==> src/hdl/kdlp_pkg.sv <==
// Shared types and constants for the key debounce / long press block.
package kdlp_pkg;

  // Request kinds carried on s_tuser
  typedef enum logic {
    REQ_SAMPLE = 1'b0,
    REQ_INIT   = 1'b1
  } req_t;

  // Configuration register indexes
  localparam int unsigned CFG_ADDR_W = 2;
  localparam logic [CFG_ADDR_W-1:0] CFG_DEBOUNCE_TIME = 2'd0;
  localparam logic [CFG_ADDR_W-1:0] CFG_HOLD_TIME     = 2'd1;
  localparam logic [CFG_ADDR_W-1:0] CFG_CONSUME_LONG  = 2'd2;

  localparam int unsigned CFG_DATA_W = 16;

  localparam logic [15:0] DEBOUNCE_TIME_RESET = 16'd60;
  localparam logic [15:0] HOLD_TIME_RESET     = 16'd1000;
  localparam logic        CONSUME_LONG_RESET  = 1'b1;

  typedef struct packed {
    logic [15:0] debounce_time;
    logic [15:0] hold_time;
    logic        consume_long;
  } cfg_t;

  // Per-button control flags
  typedef struct packed {
    logic raw_level;
    logic debounced_level;
    logic armed_flag;
    logic eligible_flag;
    logic long_seen;
  } flags_t;

  localparam flags_t FLAGS_RESET = '{
    raw_level:       1'b0,
    debounced_level: 1'b0,
    armed_flag:      1'b1,
    eligible_flag:   1'b0,
    long_seen:       1'b0
  };

  // Result word, press_pulse in bit 0
  typedef struct packed {
    logic long_flag;
    logic stable_level;
    logic long_press_event;
    logic short_release_pulse;
    logic press_pulse;
  } result_t;

endpackage

==> src/hdl/key_debounce_long_press_top.sv <==
// Top level of the key debounce / long press block.
// Datapath: a word accepted into the input register passes to the result register on m_tdata.
// Throughput: one word per cycle while m_tready does not stall the result; the button state updates in a single stage
// between the input register and the result register.
// Reset (rst, synchronous): empties both registers, restores the button state
// and loads the register defaults (debounce 60, hold 1000, consume on).
module key_debounce_long_press_top #(
  parameter int unsigned TIME_WIDTH = 32
) (
  input  logic        clk,
  input  logic        rst,
  input  logic        s_tvalid,
  output logic        s_tready,
  input  logic [39:0] s_tdata,   // [0] button_level, [32:1] now_time, rest zero
  input  logic        s_tuser,   // [0] req_type
  output logic        m_tvalid,
  input  logic        m_tready,
  output logic [7:0]  m_tdata,   // [0] press_pulse, [1] short_release_pulse,
                                 // [2] long_press_event, [3] stable_level,
                                 // [4] long_flag, rest zero
  input  logic                              cfg_we,
  input  logic [kdlp_pkg::CFG_ADDR_W-1:0]   cfg_addr,
  input  logic [kdlp_pkg::CFG_DATA_W-1:0]   cfg_wdata
);

  kdlp_pkg::cfg_t    cfg;
  kdlp_pkg::flags_t  flags;
  kdlp_pkg::flags_t  flags_next;
  logic [TIME_WIDTH-1:0] change_stamp;
  logic [TIME_WIDTH-1:0] change_stamp_next;
  logic [TIME_WIDTH-1:0] press_stamp;
  logic [TIME_WIDTH-1:0] press_stamp_next;

  logic           in_valid;
  kdlp_pkg::req_t in_req;
  logic           in_level;
  logic [31:0]    in_now;
  logic [63:0]    now_wide;
  logic [TIME_WIDTH-1:0] now;

  logic              out_valid;
  kdlp_pkg::result_t out_data;
  kdlp_pkg::result_t result;
  logic              out_load;

  assign out_load = in_valid & (~out_valid | m_tready);
  assign s_tready = ~in_valid | out_load;
  assign m_tvalid = out_valid;
  assign m_tdata  = {3'b000, out_data};

  // timestamps wrap at TIME_WIDTH bits
  assign now_wide = {32'd0, in_now};
  assign now      = now_wide[TIME_WIDTH-1:0];

  always_ff @(posedge clk) begin
    if (rst) begin
      cfg.debounce_time <= kdlp_pkg::DEBOUNCE_TIME_RESET;
      cfg.hold_time     <= kdlp_pkg::HOLD_TIME_RESET;
      cfg.consume_long  <= kdlp_pkg::CONSUME_LONG_RESET;
    end else if (cfg_we) begin
      unique case (cfg_addr)
        kdlp_pkg::CFG_DEBOUNCE_TIME: cfg.debounce_time <= cfg_wdata;
        kdlp_pkg::CFG_HOLD_TIME:     cfg.hold_time     <= cfg_wdata;
        kdlp_pkg::CFG_CONSUME_LONG:  cfg.consume_long  <= cfg_wdata[0];
        default: ;
      endcase
    end
  end

  always_ff @(posedge clk) begin
    if (rst) begin
      in_valid <= 1'b0;
    end else if (s_tready) begin
      in_valid <= s_tvalid;
    end
  end

  always_ff @(posedge clk) begin
    if (s_tvalid && s_tready) begin
      in_req   <= kdlp_pkg::req_t'(s_tuser);
      in_level <= s_tdata[0];
      in_now   <= s_tdata[32:1];
    end
  end

  kdlp_step #(
    .TW(TIME_WIDTH)
  ) u_step (
    .req               (in_req),
    .level             (in_level),
    .now               (now),
    .cfg               (cfg),
    .flags             (flags),
    .change_stamp      (change_stamp),
    .press_stamp       (press_stamp),
    .flags_next        (flags_next),
    .change_stamp_next (change_stamp_next),
    .press_stamp_next  (press_stamp_next),
    .result            (result)
  );

  always_ff @(posedge clk) begin
    if (rst) begin
      flags        <= kdlp_pkg::FLAGS_RESET;
      change_stamp <= '0;
      press_stamp  <= '0;
    end else if (out_load) begin
      flags        <= flags_next;
      change_stamp <= change_stamp_next;
      press_stamp  <= press_stamp_next;
    end
  end

  always_ff @(posedge clk) begin
    if (rst) begin
      out_valid <= 1'b0;
    end else if (out_load) begin
      out_valid <= 1'b1;
    end else if (m_tready) begin
      out_valid <= 1'b0;
    end
  end

  always_ff @(posedge clk) begin
    if (out_load) begin
      out_data <= result;
    end
  end

endmodule

==> src/hdl/kdlp_step.sv <==
// Next-state and result logic for one button word.
module kdlp_step #(
  parameter int unsigned TW = 32
) (
  input  kdlp_pkg::req_t    req,
  input  logic              level,
  input  logic [TW-1:0]     now,
  input  kdlp_pkg::cfg_t    cfg,
  input  kdlp_pkg::flags_t  flags,
  input  logic [TW-1:0]     change_stamp,
  input  logic [TW-1:0]     press_stamp,
  output kdlp_pkg::flags_t  flags_next,
  output logic [TW-1:0]     change_stamp_next,
  output logic [TW-1:0]     press_stamp_next,
  output kdlp_pkg::result_t result
);

  logic          press_ev;
  logic          short_ev;
  logic          long_ev;
  logic [TW-1:0] since_change;
  logic [TW-1:0] since_press;

  always_comb begin
    flags_next        = flags;
    change_stamp_next = change_stamp;
    press_stamp_next  = press_stamp;
    press_ev          = 1'b0;
    short_ev          = 1'b0;
    long_ev           = 1'b0;
    since_change      = '0;
    since_press       = '0;

    unique case (req)
      kdlp_pkg::REQ_INIT: begin
        flags_next.raw_level       = level;
        flags_next.debounced_level = level;
        flags_next.armed_flag      = ~level;
        flags_next.eligible_flag   = 1'b0;
        flags_next.long_seen       = 1'b0;
        change_stamp_next          = '0;
        press_stamp_next           = '0;
      end
      kdlp_pkg::REQ_SAMPLE: begin
        if (level != flags.raw_level) begin
          flags_next.raw_level = level;
          change_stamp_next    = now;
        end
        since_change = now - change_stamp_next;
        if ((flags_next.debounced_level != flags_next.raw_level) &&
            (since_change >= TW'(cfg.debounce_time))) begin
          flags_next.debounced_level = flags_next.raw_level;
          if (flags_next.raw_level) begin
            press_stamp_next         = now;
            flags_next.long_seen     = 1'b0;
            flags_next.eligible_flag = flags.armed_flag;
            press_ev                 = flags.armed_flag;
          end else begin
            short_ev                 = flags.eligible_flag & ~flags.long_seen;
            flags_next.eligible_flag = 1'b0;
            flags_next.long_seen     = 1'b0;
            flags_next.armed_flag    = 1'b1;
          end
        end
        since_press = now - press_stamp_next;
        if (flags_next.debounced_level && flags_next.eligible_flag &&
            !flags_next.long_seen && (since_press >= TW'(cfg.hold_time))) begin
          flags_next.long_seen = 1'b1;
        end
        if (cfg.consume_long && flags_next.long_seen &&
            flags_next.debounced_level && flags_next.eligible_flag) begin
          flags_next.eligible_flag = 1'b0;
          long_ev                  = 1'b1;
        end
      end
      default: ;
    endcase

    result.press_pulse         = press_ev;
    result.short_release_pulse = short_ev;
    result.long_press_event    = long_ev;
    result.stable_level        = flags_next.debounced_level;
    result.long_flag           = flags_next.long_seen;
  end

endmodule

==> config.mk <==
export PLATFORM = sky130hd
export DESIGN_NAME = key_debounce_long_press_top
export DESIGN_NICKNAME = d
export VERILOG_FILES = /design/src/hdl/kdlp_pkg.sv /design/src/hdl/key_debounce_long_press_top.sv /design/src/hdl/kdlp_step.sv
export SDC_FILE = /design/constraint.sdc
export NUM_CORES = 1
export LEC_CHECK = 0
export BUFFER_PORTS_ARGS = -buffer_cell sky130_fd_sc_hd__buf_2
export CORE_MARGIN = 2
export CORE_UTILIZATION = 55
export DETAILED_ROUTE_END_ITERATION = 10
export PLACE_DENSITY_LB_ADDON = 0.15
export SLEW_MARGIN = 25
export SYNTH_ARGS = -nofsm -noshare
export SYNTH_HDL_FRONTEND = slang
export SYNTH_SLANG_ARGS = --single-unit
==> constraint.sdc <==
create_clock -name clk -period 23.8 [get_ports clk]
set_input_delay 4.76 -clock clk [delete_from_list [all_inputs] [get_ports clk]]
set_output_delay 4.76 -clock clk [all_outputs]
set_load 0.005 [all_outputs]
==> results_dict.tcl <==
set metrics [dict create \
    gr-total-overflow 0 \
    p_leak_nw 4.569 \
    reg2reg_depth 41 \
    postCtsHoldBufs 0 \
    gp_congestion 0.9491 \
    clk_pin_slew_ns 0.06 \
    wl_per_cell_um 17.97 \
    clock_latency_ns 0.44 \
    fin_setup_tns_ns 0 \
    critPathMaxFanout 35 \
    top_layer_used "met4" \
    synth.top_cell.area_share_pct 20.26 \
    required_ns 23.98 \
    num_rows 49 \
    crit_family "compound AO/OA/AOI/OAI gates" \
    fin_util_pct 61.70 \
    core_area_um2 18150 \
    layout.nets 1387 \
    die_w_um 140.7 \
    nFillCells 1620 \
    endpoint_kind "flop" \
    synth.distinct_cells 86 \
    grt_pass1_vias 8323 \
    io_buffers 63 \
    ys_seq_area_share_pct 31.66 \
    fin_ws_ns 12.05 \
    synth_area_leaders "dfxtp_1 20%, ha_1 12%, edfxtp_1 11%" \
    syn_area_um2 10280 \
    final_layout_size_suffix_gt1_share_pct 10.67 \
    ys_warn_count 0 \
    dieArea_um2 19790 \
    power.density_nw_per_um2 68.71 \
    timing.reg2reg.setup_slack_ns 12.05 \
    cpPeakStageDelay_ns 1.05 \
    timing.fmax_ghz 0.08511 \
    antenna_found_initial 0 \
    async_flop_share_pct 0 \
    wirelength_um 26340 \
    skew_ns 0.01235 \
    start_util_pct 56.63 \
    cts_root_buf "clkbuf_16" \
    drv.max_cap_violation_count 0 \
    path_buf_inv 2 \
    final_cells 1466 \
    drt_iter0_markers 620 \
    relSlewSlack_pct 32.36 \
    critical_path.endpoint "m_tdata[2]" \
    ys.flop_type "dfxtp_1" \
    die_y_um 140.7 \
    drtAntennaViolNets 0 \
    wl_met2_um 11890 \
    met3WireLength_um 1481 \
    drcViolationCount 0 \
    critPathKind "reg2reg" \
    post_cts_resize_count 0 \
    grtUsageTotal_pct 26.88 \
    grt_pass1_wl_um 42280 \
    fin_crit_ns 11.75 \
    h-tree-depth 4 \
    regArea_um2 3253 \
    report.final.hold_viol_count 0 \
    yosysMostFrequentCell "a21oi_1" \
    cts_tree "built" \
    setup_viol 0 \
    reg2reg_to "m_tdata[2]" \
    synth-edff-count 39 \
    grt_max_degree 73 \
    yosysTopAreaCell "dfxtp_1" \
    place_inst 1435 \
    syn_inst 1207 \
    regToRegStartpoint "in_level" \
    area_growth_pct 8.962 \
    place_ws_ns 12.12 \
    ys_top_cells_by_count "137 x a21oi_1, 124 x nand2_1, 104 x dfxtp_1" \
    avgSynthCellArea_um2 8.514 \
    maxSlewViolCount 0 \
    worst-path-stages 41 \
    tightestPinTransition_ns 1.015 \
    cp_slowest_cell "ha_2" \
    worstHoldPathType "reg2reg" \
    irDropWorstVdd_uv 53.04 \
    post-route-period-util_pct 49.37 \
    startpoint "in_level" \
    dp_hpwl_um 19650 \
    rsz0062_at_grt "no" \
    diodes 0 \
    multi_input_area_um2 6492 \
    first_pass_iters 5 \
    worstPathArrival_ns 11.93 \
    cts.sinks 143 \
    ys_ff_latch 143 \
    worst_setup_path_start_kind "flop" \
    via_per_inst 6.121 \
    io_pins 74 \
    outcome "complete, no violations" \
    drt-met1-wl_um 12480 \
    clock_path_buffers 2 \
    postCtsSetupBuffers 0 \
    vias 8973 \
    cts_inserted_buffers 17 \
]
-- cell type report --
cell class,instances,share of cell area (%)
tap,229,2.559
multi-input combinational,939,57.98
inverter,56,1.877
clock buffer,23,4.459
clock inverter,8,0.9163
sequential,143,29.05
timing repair buffer,68,3.151
-- per-layer routing --
metal	up-vias	track usage [%]
met5	-	0
met4	0	7.842
met3	39	4.314
met2	238	43.75
met1	4227	37.05
li1	4469	-
-- kinds of logic (layout without fill, tap and decap cells) --
family	Yosys count	after routing	synth area share (%)
compound gates	369	369	23.72
xor+xnor	45	45	3.908
fa+ha+maj	98	98	12.08
buf+inv	127	155	5.491
flops	143	143	31.66
mux	64	64	6.246
other cells	1	3	0.03649
simple gates	360	360	16.86
-- worst reg2reg max path, delay by kind of cell, from the launching register on --
family                   cells  cell delay, ns
AND/OR/NAND/NOR             12            3.16
adder cells (fa/ha/maj)      5            2.22
flip-flops                   1            0.45
multiplexers                 1            0.34
XOR/XNOR                     2            0.35
AO/OA/AOI/OAI               19            4.43
buffers and inverters        2            0.55
-- where the power goes --
group | internal [mW] | switching, mW | total (mW)
Combinational | 0.0903 | 0.135 | 0.225
Sequential | 0.259 | 0.00956 | 0.269
Clock | 0.168 | 0.107 | 0.275
-- sequential cells by signal, indices dropped and copies added (netlist names) --
| name | flops |
|---|---|
| cfg | 33 |
| change_stamp | 32 |
| flags | 5 |
| in_level | 1 |
| in_now | 32 |
| in_req | 1 |
| in_valid | 1 |
| m_tdata | 5 |
| m_tvalid | 1 |
| press_stamp | 32 |
-- metrics by stage --
step	hold slack [ns]	power, mW	instance area [um2]
floorplan	0.4363	0.4453	10280
global placement	0.4434	0.4937	10590
detailed placement	0.4486	0.4966	10600
CTS	0.4571	0.7714	11200
global route	0.4763	0.8101	11200
finish	0.4552	0.7694	11200
-- layout by cell type, fill, tap and decap left out, drive strengths merged, types with 25 or more instances in the layout --
| cell type | n |
|---|---|
| edfxtp | 39 |
| nor2 | 84 |
| ha | 96 |
| xnor2 | 25 |
| nand2 | 125 |
| nor3 | 47 |
| buf | 68 |
| o21ai | 63 |
| inv | 57 |
| a21oi | 143 |
| a22o | 32 |
| dfxtp | 104 |
| mux2i | 63 |
-- how the worst min path moves through the flow --
stage                    to  cells after the start    start  slack [ns]
floorplan           cfg[11]                      2  cfg[11]        0.44
CTS                 cfg[15]                      2  cfg[15]        0.46
detailed placement  cfg[15]                      2  cfg[15]        0.45
finish              cfg[15]                      2  cfg[15]        0.46
global route        cfg[15]                      2  cfg[15]        0.48
global placement    cfg[25]                      2  cfg[25]        0.44
Power figures use the tool's default switching activity.
